File: src/rtl/hsv2rgb_pkg.sv
// Shared types and constants of the HSV to RGB pixel converter.
package hsv2rgb_pkg;

	localparam int unsigned HUE_W      = 13;
	localparam int unsigned CHAN_W     = 8;
	localparam int unsigned SECTOR_W   = 3;
	localparam int unsigned K_W        = 10;
	localparam int unsigned PROD_W     = 2 * CHAN_W;
	localparam int unsigned TERM_W     = 26;
	localparam int unsigned NUM_W      = 27;
	localparam int unsigned RECIP_W    = 27;
	localparam int unsigned SCALE_W    = NUM_W + RECIP_W;
	localparam int unsigned RECIP_SHIFT = 44;
	localparam int unsigned QUO_W      = SCALE_W - RECIP_SHIFT;
	localparam int unsigned NUM_LANES  = 3;

	localparam int unsigned HUE_FULL    = 5760;
	localparam int unsigned SECTOR_LEN  = 960;
	localparam int unsigned NUM_SECTORS = 6;
	localparam int unsigned CHAN_MAX    = 255;
	localparam int unsigned DENOM       = CHAN_MAX * SECTOR_LEN;
	localparam int unsigned HALF_DENOM  = DENOM / 2;
	localparam int unsigned NUM_LIMIT   = 1 << (NUM_W - 1);

	localparam longint unsigned RECIP_FULL =
		((64'd1 << RECIP_SHIFT) / 64'(DENOM)) + 64'd1;
	localparam logic [RECIP_W-1:0] RECIP_MULT = RECIP_W'(RECIP_FULL);

	localparam logic [SECTOR_W-1:0] SEC_RED_YELLOW    = 3'd0;
	localparam logic [SECTOR_W-1:0] SEC_YELLOW_GREEN  = 3'd1;
	localparam logic [SECTOR_W-1:0] SEC_GREEN_CYAN    = 3'd2;
	localparam logic [SECTOR_W-1:0] SEC_CYAN_BLUE     = 3'd3;
	localparam logic [SECTOR_W-1:0] SEC_BLUE_MAGENTA  = 3'd4;
	localparam logic [SECTOR_W-1:0] SEC_MAGENTA_RED   = 3'd5;

	localparam int unsigned LANE_RED   = 0;
	localparam int unsigned LANE_GREEN = 1;
	localparam int unsigned LANE_BLUE  = 2;

	typedef struct packed {
		logic [HUE_W-1:0]  hue;
		logic [CHAN_W-1:0] saturation;
		logic [CHAN_W-1:0] brightness;
	} hsv_t;

	typedef struct packed {
		logic [CHAN_W-1:0] red;
		logic [CHAN_W-1:0] green;
		logic [CHAN_W-1:0] blue;
	} rgb_t;

	typedef struct packed {
		logic [SECTOR_W-1:0] sector;
		logic [K_W-1:0]      k;
		logic [PROD_W-1:0]   prod;
		logic [CHAN_W-1:0]   val;
	} sect_t;

	typedef struct packed {
		logic [SECTOR_W-1:0] sector;
		logic [TERM_W-1:0]   cn;
		logic [TERM_W-1:0]   xn;
		logic [TERM_W-1:0]   mn;
	} term_t;

endpackage

File: src/rtl/hsv2rgb_stream_if.sv
// Valid/ready stream channel carrying one payload word.
interface hsv2rgb_stream_if #(
	parameter type payload_t = logic [7:0]
);
	logic     valid;
	logic     ready;
	payload_t data;

	modport source (output valid, output data, input ready);
	modport sink (input valid, input data, output ready);
endinterface

File: src/rtl/hsv2rgb_converter_top.sv
// Top level of the HSV to RGB pixel converter.
//
//   channel  dir  word                               handshake
//   hsv      in   hue[12:0] saturation[7:0] brightness[7:0]  valid/ready
//   rgb      out  red[7:0] green[7:0] blue[7:0]      valid/ready
//
// One word per cycle sustained while rgb.ready stays high; rgb.valid is the valid bit of the last stage.
// Four register stages: sector split, multipliers, channel placement, reciprocal scaling.
// arst_n clears all valid bits; payload registers are not reset.
// Each stage holds while its successor is full and stalled; bubbles are absorbed.
module hsv_to_rgb_converter_top (
	input  logic       clk,
	input  logic       arst_n,
	hsv2rgb_stream_if.sink   hsv,
	hsv2rgb_stream_if.source rgb
);

	logic                s1_valid;
	logic                s1_ready;
	hsv2rgb_pkg::sect_t  s1_data;
	logic                s2_valid;
	logic                s2_ready;
	hsv2rgb_pkg::term_t  s2_data;
	hsv2rgb_pkg::hsv_t   hsv_word;
	hsv2rgb_pkg::rgb_t   rgb_word;

	assign hsv_word.hue        = hsv.data.hue;
	assign hsv_word.saturation = hsv.data.saturation;
	assign hsv_word.brightness = hsv.data.brightness;

	hsv2rgb_sector u_sector (
		.clk      (clk),
		.arst_n   (arst_n),
		.up_valid (hsv.valid),
		.up_ready (hsv.ready),
		.up_data  (hsv_word),
		.dn_valid (s1_valid),
		.dn_ready (s1_ready),
		.dn_data  (s1_data)
	);

	hsv2rgb_product u_product (
		.clk      (clk),
		.arst_n   (arst_n),
		.up_valid (s1_valid),
		.up_ready (s1_ready),
		.up_data  (s1_data),
		.dn_valid (s2_valid),
		.dn_ready (s2_ready),
		.dn_data  (s2_data)
	);

	hsv2rgb_channel u_channel (
		.clk      (clk),
		.arst_n   (arst_n),
		.up_valid (s2_valid),
		.up_ready (s2_ready),
		.up_data  (s2_data),
		.dn_valid (rgb.valid),
		.dn_ready (rgb.ready),
		.dn_data  (rgb_word)
	);

	assign rgb.data.red   = rgb_word.red;
	assign rgb.data.green = rgb_word.green;
	assign rgb.data.blue  = rgb_word.blue;

endmodule

File: src/rtl/hsv2rgb_sector.sv
// Stage 1: hue wrap, sector and in-sector position, value times saturation.
module hsv2rgb_sector (
	input  logic                clk,
	input  logic                arst_n,
	input  logic                up_valid,
	output logic                up_ready,
	input  hsv2rgb_pkg::hsv_t   up_data,
	output logic                dn_valid,
	input  logic                dn_ready,
	output hsv2rgb_pkg::sect_t  dn_data
);

	logic                                 valid_s1;
	hsv2rgb_pkg::sect_t                   data_s1;
	logic [hsv2rgb_pkg::HUE_W-1:0]        hue_w;
	logic [hsv2rgb_pkg::HUE_W-1:0]        base;
	logic [hsv2rgb_pkg::HUE_W-1:0]        offset;
	logic [hsv2rgb_pkg::SECTOR_W-1:0]     sector;
	logic [hsv2rgb_pkg::K_W-1:0]          pos;
	logic [hsv2rgb_pkg::K_W-1:0]          k;
	logic [hsv2rgb_pkg::PROD_W-1:0]       prod;

	always_comb begin
		if (up_data.hue >= hsv2rgb_pkg::HUE_W'(hsv2rgb_pkg::HUE_FULL)) begin
			hue_w = up_data.hue - hsv2rgb_pkg::HUE_W'(hsv2rgb_pkg::HUE_FULL);
		end else begin
			hue_w = up_data.hue;
		end
		sector = '0;
		base   = '0;
		for (int i = 1; i < hsv2rgb_pkg::NUM_SECTORS; i++) begin
			if (hue_w >= hsv2rgb_pkg::HUE_W'(i * hsv2rgb_pkg::SECTOR_LEN)) begin
				sector = hsv2rgb_pkg::SECTOR_W'(i);
				base   = hsv2rgb_pkg::HUE_W'(i * hsv2rgb_pkg::SECTOR_LEN);
			end
		end
		offset = hue_w - base;
		pos    = offset[hsv2rgb_pkg::K_W-1:0];
		if (sector[0]) begin
			k = hsv2rgb_pkg::K_W'(hsv2rgb_pkg::SECTOR_LEN) - pos;
		end else begin
			k = pos;
		end
		prod = hsv2rgb_pkg::PROD_W'(up_data.brightness)
			* hsv2rgb_pkg::PROD_W'(up_data.saturation);
	end

	assign up_ready = !valid_s1 || dn_ready;

	always_ff @(posedge clk or negedge arst_n) begin
		if (!arst_n) begin
			valid_s1 <= 1'b0;
		end else if (up_ready) begin
			valid_s1 <= up_valid;
		end
	end

	always_ff @(posedge clk) begin
		if (up_valid && up_ready) begin
			data_s1.sector <= sector;
			data_s1.k      <= k;
			data_s1.prod   <= prod;
			data_s1.val    <= up_data.brightness;
		end
	end

	assign dn_valid = valid_s1;
	assign dn_data  = data_s1;

	a_sector_range: assert property (@(posedge clk) disable iff (!arst_n)
		valid_s1 |-> data_s1.sector <= hsv2rgb_pkg::SEC_MAGENTA_RED)
		else $error("sector out of range");

	a_k_range: assert property (@(posedge clk) disable iff (!arst_n)
		valid_s1 |-> data_s1.k <= hsv2rgb_pkg::K_W'(hsv2rgb_pkg::SECTOR_LEN))
		else $error("sector position out of range");

endmodule

File: src/rtl/hsv2rgb_product.sv
// Stage 2: chroma, second component and offset terms over the common denominator.
module hsv2rgb_product (
	input  logic                clk,
	input  logic                arst_n,
	input  logic                up_valid,
	output logic                up_ready,
	input  hsv2rgb_pkg::sect_t  up_data,
	output logic                dn_valid,
	input  logic                dn_ready,
	output hsv2rgb_pkg::term_t  dn_data
);

	logic                                valid_s2;
	hsv2rgb_pkg::term_t                  data_s2;
	logic [hsv2rgb_pkg::PROD_W-1:0]      diff;
	logic [hsv2rgb_pkg::TERM_W-1:0]      cn;
	logic [hsv2rgb_pkg::TERM_W-1:0]      xn;
	logic [hsv2rgb_pkg::TERM_W-1:0]      mn;

	always_comb begin
		diff = (hsv2rgb_pkg::PROD_W'(up_data.val) << hsv2rgb_pkg::CHAN_W)
			- hsv2rgb_pkg::PROD_W'(up_data.val) - up_data.prod;
		cn = hsv2rgb_pkg::TERM_W'(up_data.prod)
			* hsv2rgb_pkg::TERM_W'(hsv2rgb_pkg::SECTOR_LEN);
		xn = hsv2rgb_pkg::TERM_W'(up_data.prod) * hsv2rgb_pkg::TERM_W'(up_data.k);
		mn = hsv2rgb_pkg::TERM_W'(diff)
			* hsv2rgb_pkg::TERM_W'(hsv2rgb_pkg::SECTOR_LEN);
	end

	assign up_ready = !valid_s2 || dn_ready;

	always_ff @(posedge clk or negedge arst_n) begin
		if (!arst_n) begin
			valid_s2 <= 1'b0;
		end else if (up_ready) begin
			valid_s2 <= up_valid;
		end
	end

	always_ff @(posedge clk) begin
		if (up_valid && up_ready) begin
			data_s2.sector <= up_data.sector;
			data_s2.cn     <= cn;
			data_s2.xn     <= xn;
			data_s2.mn     <= mn;
		end
	end

	assign dn_valid = valid_s2;
	assign dn_data  = data_s2;

	a_x_below_c: assert property (@(posedge clk) disable iff (!arst_n)
		valid_s2 |-> data_s2.xn <= data_s2.cn)
		else $error("second component exceeds chroma");

	a_c_plus_m: assert property (@(posedge clk) disable iff (!arst_n)
		valid_s2 |-> (hsv2rgb_pkg::NUM_W'(data_s2.cn) + hsv2rgb_pkg::NUM_W'(data_s2.mn))
			<= hsv2rgb_pkg::NUM_W'(hsv2rgb_pkg::DENOM * hsv2rgb_pkg::CHAN_MAX))
		else $error("chroma plus offset exceeds full scale");

endmodule

File: src/rtl/hsv2rgb_channel.sv
// Stages 3 and 4: sector placement, offset and rounding, scale to 8-bit channels.
module hsv2rgb_channel (
	input  logic                clk,
	input  logic                arst_n,
	input  logic                up_valid,
	output logic                up_ready,
	input  hsv2rgb_pkg::term_t  up_data,
	output logic                dn_valid,
	input  logic                dn_ready,
	output hsv2rgb_pkg::rgb_t   dn_data
);

	logic                                valid_s3;
	logic                                valid_s4;
	logic                                ready_s4;
	logic [hsv2rgb_pkg::NUM_W-1:0]       num_s3 [hsv2rgb_pkg::NUM_LANES];
	logic [hsv2rgb_pkg::TERM_W-1:0]      sel    [hsv2rgb_pkg::NUM_LANES];
	logic [hsv2rgb_pkg::NUM_W-1:0]       num    [hsv2rgb_pkg::NUM_LANES];
	logic [hsv2rgb_pkg::SCALE_W-1:0]     scaled [hsv2rgb_pkg::NUM_LANES];
	logic [hsv2rgb_pkg::QUO_W-1:0]       quo    [hsv2rgb_pkg::NUM_LANES];
	logic [hsv2rgb_pkg::CHAN_W-1:0]      chan   [hsv2rgb_pkg::NUM_LANES];
	hsv2rgb_pkg::rgb_t                   rgb_s4;

	always_comb begin
		case (up_data.sector)
			hsv2rgb_pkg::SEC_RED_YELLOW: begin
				sel[hsv2rgb_pkg::LANE_RED]   = up_data.cn;
				sel[hsv2rgb_pkg::LANE_GREEN] = up_data.xn;
				sel[hsv2rgb_pkg::LANE_BLUE]  = '0;
			end
			hsv2rgb_pkg::SEC_YELLOW_GREEN: begin
				sel[hsv2rgb_pkg::LANE_RED]   = up_data.xn;
				sel[hsv2rgb_pkg::LANE_GREEN] = up_data.cn;
				sel[hsv2rgb_pkg::LANE_BLUE]  = '0;
			end
			hsv2rgb_pkg::SEC_GREEN_CYAN: begin
				sel[hsv2rgb_pkg::LANE_RED]   = '0;
				sel[hsv2rgb_pkg::LANE_GREEN] = up_data.cn;
				sel[hsv2rgb_pkg::LANE_BLUE]  = up_data.xn;
			end
			hsv2rgb_pkg::SEC_CYAN_BLUE: begin
				sel[hsv2rgb_pkg::LANE_RED]   = '0;
				sel[hsv2rgb_pkg::LANE_GREEN] = up_data.xn;
				sel[hsv2rgb_pkg::LANE_BLUE]  = up_data.cn;
			end
			hsv2rgb_pkg::SEC_BLUE_MAGENTA: begin
				sel[hsv2rgb_pkg::LANE_RED]   = up_data.xn;
				sel[hsv2rgb_pkg::LANE_GREEN] = '0;
				sel[hsv2rgb_pkg::LANE_BLUE]  = up_data.cn;
			end
			default: begin
				sel[hsv2rgb_pkg::LANE_RED]   = up_data.cn;
				sel[hsv2rgb_pkg::LANE_GREEN] = '0;
				sel[hsv2rgb_pkg::LANE_BLUE]  = up_data.xn;
			end
		endcase
		for (int i = 0; i < hsv2rgb_pkg::NUM_LANES; i++) begin
			num[i] = hsv2rgb_pkg::NUM_W'(sel[i]) + hsv2rgb_pkg::NUM_W'(up_data.mn)
				+ hsv2rgb_pkg::NUM_W'(hsv2rgb_pkg::HALF_DENOM);
		end
	end

	always_comb begin
		for (int i = 0; i < hsv2rgb_pkg::NUM_LANES; i++) begin
			scaled[i] = hsv2rgb_pkg::SCALE_W'(num_s3[i])
				* hsv2rgb_pkg::SCALE_W'(hsv2rgb_pkg::RECIP_MULT);
			quo[i] = scaled[i][hsv2rgb_pkg::SCALE_W-1:hsv2rgb_pkg::RECIP_SHIFT];
			if (quo[i] > hsv2rgb_pkg::QUO_W'(hsv2rgb_pkg::CHAN_MAX)) begin
				chan[i] = hsv2rgb_pkg::CHAN_W'(hsv2rgb_pkg::CHAN_MAX);
			end else begin
				chan[i] = quo[i][hsv2rgb_pkg::CHAN_W-1:0];
			end
		end
	end

	assign ready_s4 = !valid_s4 || dn_ready;
	assign up_ready = !valid_s3 || ready_s4;

	always_ff @(posedge clk or negedge arst_n) begin
		if (!arst_n) begin
			valid_s3 <= 1'b0;
			valid_s4 <= 1'b0;
		end else begin
			if (up_ready) begin
				valid_s3 <= up_valid;
			end
			if (ready_s4) begin
				valid_s4 <= valid_s3;
			end
		end
	end

	always_ff @(posedge clk) begin
		if (up_valid && up_ready) begin
			num_s3 <= num;
		end
		if (valid_s3 && ready_s4) begin
			rgb_s4.red   <= chan[hsv2rgb_pkg::LANE_RED];
			rgb_s4.green <= chan[hsv2rgb_pkg::LANE_GREEN];
			rgb_s4.blue  <= chan[hsv2rgb_pkg::LANE_BLUE];
		end
	end

	assign dn_valid = valid_s4;
	assign dn_data  = rgb_s4;

	a_num_exact: assert property (@(posedge clk) disable iff (!arst_n)
		valid_s3 |-> (num_s3[hsv2rgb_pkg::LANE_RED] < hsv2rgb_pkg::NUM_W'(hsv2rgb_pkg::NUM_LIMIT)
			&& num_s3[hsv2rgb_pkg::LANE_GREEN] < hsv2rgb_pkg::NUM_W'(hsv2rgb_pkg::NUM_LIMIT)
			&& num_s3[hsv2rgb_pkg::LANE_BLUE] < hsv2rgb_pkg::NUM_W'(hsv2rgb_pkg::NUM_LIMIT)))
		else $error("channel numerator outside exact scaling range");

endmodule

File: src/flat_wrapper.sv
// flat-port wrapper written by rule: the top's interface ports become plain ports
module hsv_to_rgb_converter_top_flat 
  (clk, arst_n, hsv_valid, hsv_data, hsv_ready, rgb_valid, rgb_data, rgb_ready);
  hsv2rgb_stream_if #(.payload_t(hsv2rgb_pkg::hsv_t)) hsv_i ();
  hsv2rgb_stream_if #(.payload_t(hsv2rgb_pkg::rgb_t)) rgb_i ();
  input  logic clk;
  input  logic arst_n;
  input wire logic [$bits(hsv_i.valid)-1:0] hsv_valid;
  input wire logic [$bits(hsv_i.data)-1:0] hsv_data;
  output wire logic [$bits(hsv_i.ready)-1:0] hsv_ready;
  output wire logic [$bits(rgb_i.valid)-1:0] rgb_valid;
  output wire logic [$bits(rgb_i.data)-1:0] rgb_data;
  input wire logic [$bits(rgb_i.ready)-1:0] rgb_ready;
  assign hsv_i.valid = hsv_valid;
  assign hsv_i.data = hsv_data;
  assign hsv_ready = hsv_i.ready;
  assign rgb_valid = rgb_i.valid;
  assign rgb_data = rgb_i.data;
  assign rgb_i.ready = rgb_ready;
  hsv_to_rgb_converter_top u_core (.clk(clk), .arst_n(arst_n), .hsv(hsv_i), .rgb(rgb_i));
endmodule
File: config.mk
export PLATFORM = sky130hd
export DESIGN_NAME = hsv_to_rgb_converter_top_flat
export DESIGN_NICKNAME = d
export VERILOG_FILES = /design/src/rtl/hsv2rgb_pkg.sv /design/src/rtl/hsv2rgb_stream_if.sv /design/src/rtl/hsv2rgb_converter_top.sv /design/src/rtl/hsv2rgb_sector.sv /design/src/rtl/hsv2rgb_product.sv /design/src/rtl/hsv2rgb_channel.sv /design/src/flat_wrapper.sv
export SDC_FILE = /design/constraint.sdc
export NUM_CORES = 2
export LEC_CHECK = 0
export BUFFER_PORTS_ARGS = -buffer_cell sky130_fd_sc_hd__buf_2
export CORE_UTILIZATION = 58
export DETAILED_ROUTE_END_ITERATION = 8
export HOLD_SLACK_MARGIN = 0.15
export PLACE_DENSITY = 0.77
export SKIP_CTS_REPAIR_TIMING = 1
export SYNTH_ARGS = -nofsm -noshare
export SYNTH_HDL_FRONTEND = slang
export SYNTH_HIERARCHICAL = 1
export SYNTH_SLANG_ARGS = --single-unit
export TNS_END_PERCENT = 5
File: constraint.sdc
create_clock -name clk -period 6.3 [get_ports clk]
set_input_delay 1.89 -clock clk [delete_from_list [all_inputs] [get_ports clk]]
set_output_delay 1.89 -clock clk [all_outputs]
set_load 0.01 [all_outputs]
==> insert_results.sql <==
INSERT INTO impl_metrics (metric_group, metric, value, unit) VALUES
('timing', 'fin_hold_ws', '0.417', 'ns'),
('finish', 'insertedDiodeCount', '0', ''),
('worst_setup_path', 'critical_path_peak_fanout', '4', ''),
('finish', 'layout.nets', '7365', ''),
('status', 'run_status', 'completed', ''),
('worst_setup_path', 'start_kind', 'flip-flop', ''),
('route', 'drt-vias-per-instance', '5.61', ''),
('timing', 'timing.clock.skew', '0.0252', 'ns'),
('place', 'io_buffer_count', '58', ''),
('yosys', 'post_synth_mux_area_share', '0.00211', ''),
('worst_setup_path', 'reg2reg_setup_slack', '0.009', 'ns'),
('global_route', 'antenna_found_initial', '0', ''),
('route', 'antenna_nets_post_route', '0', ''),
('clocking', 'tritoncts', 'done', ''),
('yosys', 'synth.yosys.seq_area_share', '0.125', ''),
('timing', 'timing.fmax', '159', 'MHz'),
('yosys', 'synthDistinctLibCells', '94', ''),
('yosys', 'synth.most_common_cell', 'sky130_fd_sc_hd__inv_1', ''),
('timing', 'finalCritPeriodShare', '0.999', ''),
('hold_path', 'worst_hold_path_type', 'reg -> reg', ''),
('clocking', 'tritoncts.num_buffers', '29', ''),
('finish', 'multiInputGateArea', '0.0405', 'mm2'),
('worst_setup_path', 'worstPathRequired', '6.73', 'ns'),
('job', 'maximum_capacitance_violations', '0', ''),
('yosys', 'postSynth.topFlopCell', 'sky130_fd_sc_hd__edfxtp_1', ''),
('clocking', 'insertion_delay', '0.62', 'ns'),
('floorplanning', 'chipHeight', '300', 'um'),
('route', 'total_number_of_vias', '37400', ''),
('timing', 'tightestPinTransition', '1.03', 'ns'),
('route', 'totalWireLength', '121', 'mm'),
('finish', 'instances_no_fill', '6653', ''),
('yosys', 'postSynthAreaPerCell', '9.81', 'um2'),
('clocking', 'htree_num_levels', '1', ''),
('timing', 'grt_setup_unrepaired', 'true', ''),
('worst_setup_path', 'timing_worst_setup_path_type', 'reg -> reg', ''),
('place', 'placed_cells_incl_taps', '6560', ''),
('place', 'place_worst_setup_slack', '-0.0521', 'ns'),
('clocking', 'cts_root_buf', 'sky130_fd_sc_hd__clkbuf_16', ''),
('yosys', 'synth_area_leaders', 'sky130_fd_sc_hd__ha_1 28%, sky130_fd_sc_hd__fa_1 28%, sky130_fd_sc_hd__edfxtp_1 12%', ''),
('yosys', 'synthesis.area', '0.0515', 'mm2'),
('yosys', 'synthCells', '5252', ''),
('place', 'hpwlAfterDp', '104', 'mm'),
('worst_setup_path', 'setup.worst_path.end_class', 'flip-flop', ''),
('place', 'final_wtd_congestion', '0.959', ''),
('yosys', 'synth_top_cells_by_count', '1316 x sky130_fd_sc_hd__inv_1, 1147 x sky130_fd_sc_hd__ha_1, 710 x sky130_fd_sc_hd__fa_1', ''),
('finish', 'syn_to_final_growth', '9.01', '%'),
('yosys', 'postSynth.asyncResetShare', '0.0186', ''),
('yosys', 'synthesis.yosys.warnings', '6', ''),
('yosys', 'synth_simple_gate_area_share', '0.0792', ''),
('yosys', 'synth_edf_count', '211', ''),
('timing', 'final.setup.tns', '0', 'ns'),
('yosys', 'synth_top_area_frac', '0.279', ''),
('global_route', 'globalRouteTotalUtil', '0.273', ''),
('global_route', 'first_global_vias', '38600', ''),
('route', 'initial_drt_pass_iterations', '6', ''),
('yosys', 'register_bit_count_reported_by_yosys', '215', ''),
('yosys', 'synth_compound_gate_area_share', '0.106', ''),
('timing', 'maxSlewViolCount', '0', ''),
('yosys', 'main_combinational_cell_family_by_area_after_synthesis', 'adder cells', ''),
('yosys', 'synth_fa_ha_area_frac', '0.554', ''),
('finish', 'final-seq-area', '0.00644', 'mm2'),
('floorplanning', 'dieArea', '0.0900', 'mm2'),
('finish', 'drive_gt1_frac', '0.0786', ''),
('floorplanning', 'design.core.area', '0.0874', 'mm2'),
('timing', 'hold_viol_final', '0', ''),
('floorplanning', 'core.rowCount', '108', ''),
('global_route', 'remaining_global_route_overflow', '0', ''),
('timing', 'fin_crit', '6.29', 'ns'),
('global_route', 'grt_start_max_net_pins', '53', ''),
('floorplanning', 'die-width', '300', 'um'),
('clocking', 'clk_pin_slew_worst_paths', '0.06', 'ns');
[cell usage in the layout, fill, tap and decap left out, drive strengths merged, types with 14 or more instances in the layout]
master,Yosys,routed
a211o,16,16
a211oi,26,26
a21o,135,135
a21oi,217,217
a22o,54,54
a22oi,24,24
a31oi,23,23
and2,129,129
and3,38,38
buf,15,256
clkbuf,60,34
edfxtp,211,211
fa,710,710
ha,1147,1147
inv,1316,1322
nand2,229,229
nand2b,33,33
nand3,62,62
nand4,37,37
nor2,138,138
nor2b,21,21
nor3,43,43
o211ai,26,26
o21a,33,33
o21ai,114,114
o21bai,32,32
or3,14,14
xnor2,117,117
xor2,64,64
[per-stage QoR]
step           cell area [um2]  utilization
6_report                 56200        0.642
5_1_grt                  56200        0.642
4_1_cts                  55200        0.632
3_5_place_dp             54200        0.620
3_3_place_gp             54200        0.620
2_1_floorplan            51600            -
[logic make-up (layout without fill, tap and decap cells)]
family	Yosys count	after routing
AO/OA/AOI/OAI	795	795
XOR/XNOR	181	181
adder cells (fa/ha/maj)	1857	1857
buffers and inverters	1391	1626
flip-flops	215	215
multiplexers	10	10
other	1	12
AND/OR/NAND/NOR	802	802
[path summary, 6_finish.rpt]
| check | from | to | cells after the start |
|---|---|---|---|
| min | u_core/u_sector/dn_data[35] | u_core/u_product/dn_data[79] | 0 |
| max in group asynchronous | arst_n | u_core/u_product/dn_valid | 1 |
| min in group asynchronous | arst_n | u_core/u_sector/dn_valid | 1 |
| max reg2reg | u_core/u_channel/num_s3[69] | u_core/u_channel/dn_data[21] | 24 |
| max | u_core/u_channel/num_s3[69] | u_core/u_channel/dn_data[21] | 24 |
| min reg2reg | u_core/u_sector/dn_data[35] | u_core/u_product/dn_data[79] | 0 |
[layout make-up]
class	instances	share of cell area
Clock buffer	34	0.0133
Sequential cell	215	0.115
Multi-Input combinational cell	3657	0.721
Clock inverter	20	0.00521
Timing Repair Buffer	256	0.0324
Tap cell	1155	0.0257
Inverter	1316	0.0879
[registers in the layout (all words and copies together) (netlist names)]
register	count
u_core/u_channel/num_s3	81
u_core/u_product/dn_data	69
u_core/u_sector/dn_data	37
u_core/u_channel/dn_data	24
u_core/u_channel/dn_valid	1
u_core/u_channel/valid_s3	1
u_core/u_product/dn_valid	1
u_core/u_sector/dn_valid	1
[worst max-delay path, stage by stage (launching register included)]
cell and delay, ns:
sky130_fd_sc_hd__edfxtp_1 0.52, sky130_fd_sc_hd__ha_4 0.34, sky130_fd_sc_hd__inv_1 0.05, sky130_fd_sc_hd__fa_1 0.46, sky130_fd_sc_hd__fa_1 0.49, sky130_fd_sc_hd__inv_1 0.05, sky130_fd_sc_hd__ha_1 0.26, sky130_fd_sc_hd__inv_1 0.05
sky130_fd_sc_hd__fa_1 0.55, sky130_fd_sc_hd__inv_1 0.06, sky130_fd_sc_hd__fa_1 0.47, sky130_fd_sc_hd__inv_1 0.05, sky130_fd_sc_hd__fa_1 0.47, sky130_fd_sc_hd__inv_1 0.04, sky130_fd_sc_hd__ha_1 0.18, sky130_fd_sc_hd__a21o_1 0.17
sky130_fd_sc_hd__a21o_1 0.18, sky130_fd_sc_hd__a211oi_2 0.26, sky130_fd_sc_hd__o21ai_2 0.11, sky130_fd_sc_hd__o311ai_4 0.41, sky130_fd_sc_hd__buf_4 0.19, sky130_fd_sc_hd__a211oi_1 0.06, sky130_fd_sc_hd__nor2b_1 0.23, sky130_fd_sc_hd__nor3_1 0.10
sky130_fd_sc_hd__o41ai_2 0.34
[routing by layer]
layer | share of wire | vias to the layer above | GRT usage
met5 | 0 | - | 0
met4 | 0.030 | 0 | 0.0733
li1 | - | 17700 | -
met3 | 0.058 | 215 | 0.0381
met2 | 0.48 | 1050 | 0.464
met1 | 0.43 | 18400 | 0.364
Power is left out: the tool's default activity adds up to more than one toggle a clock period on the data nets, which glitch-free logic cannot reach.
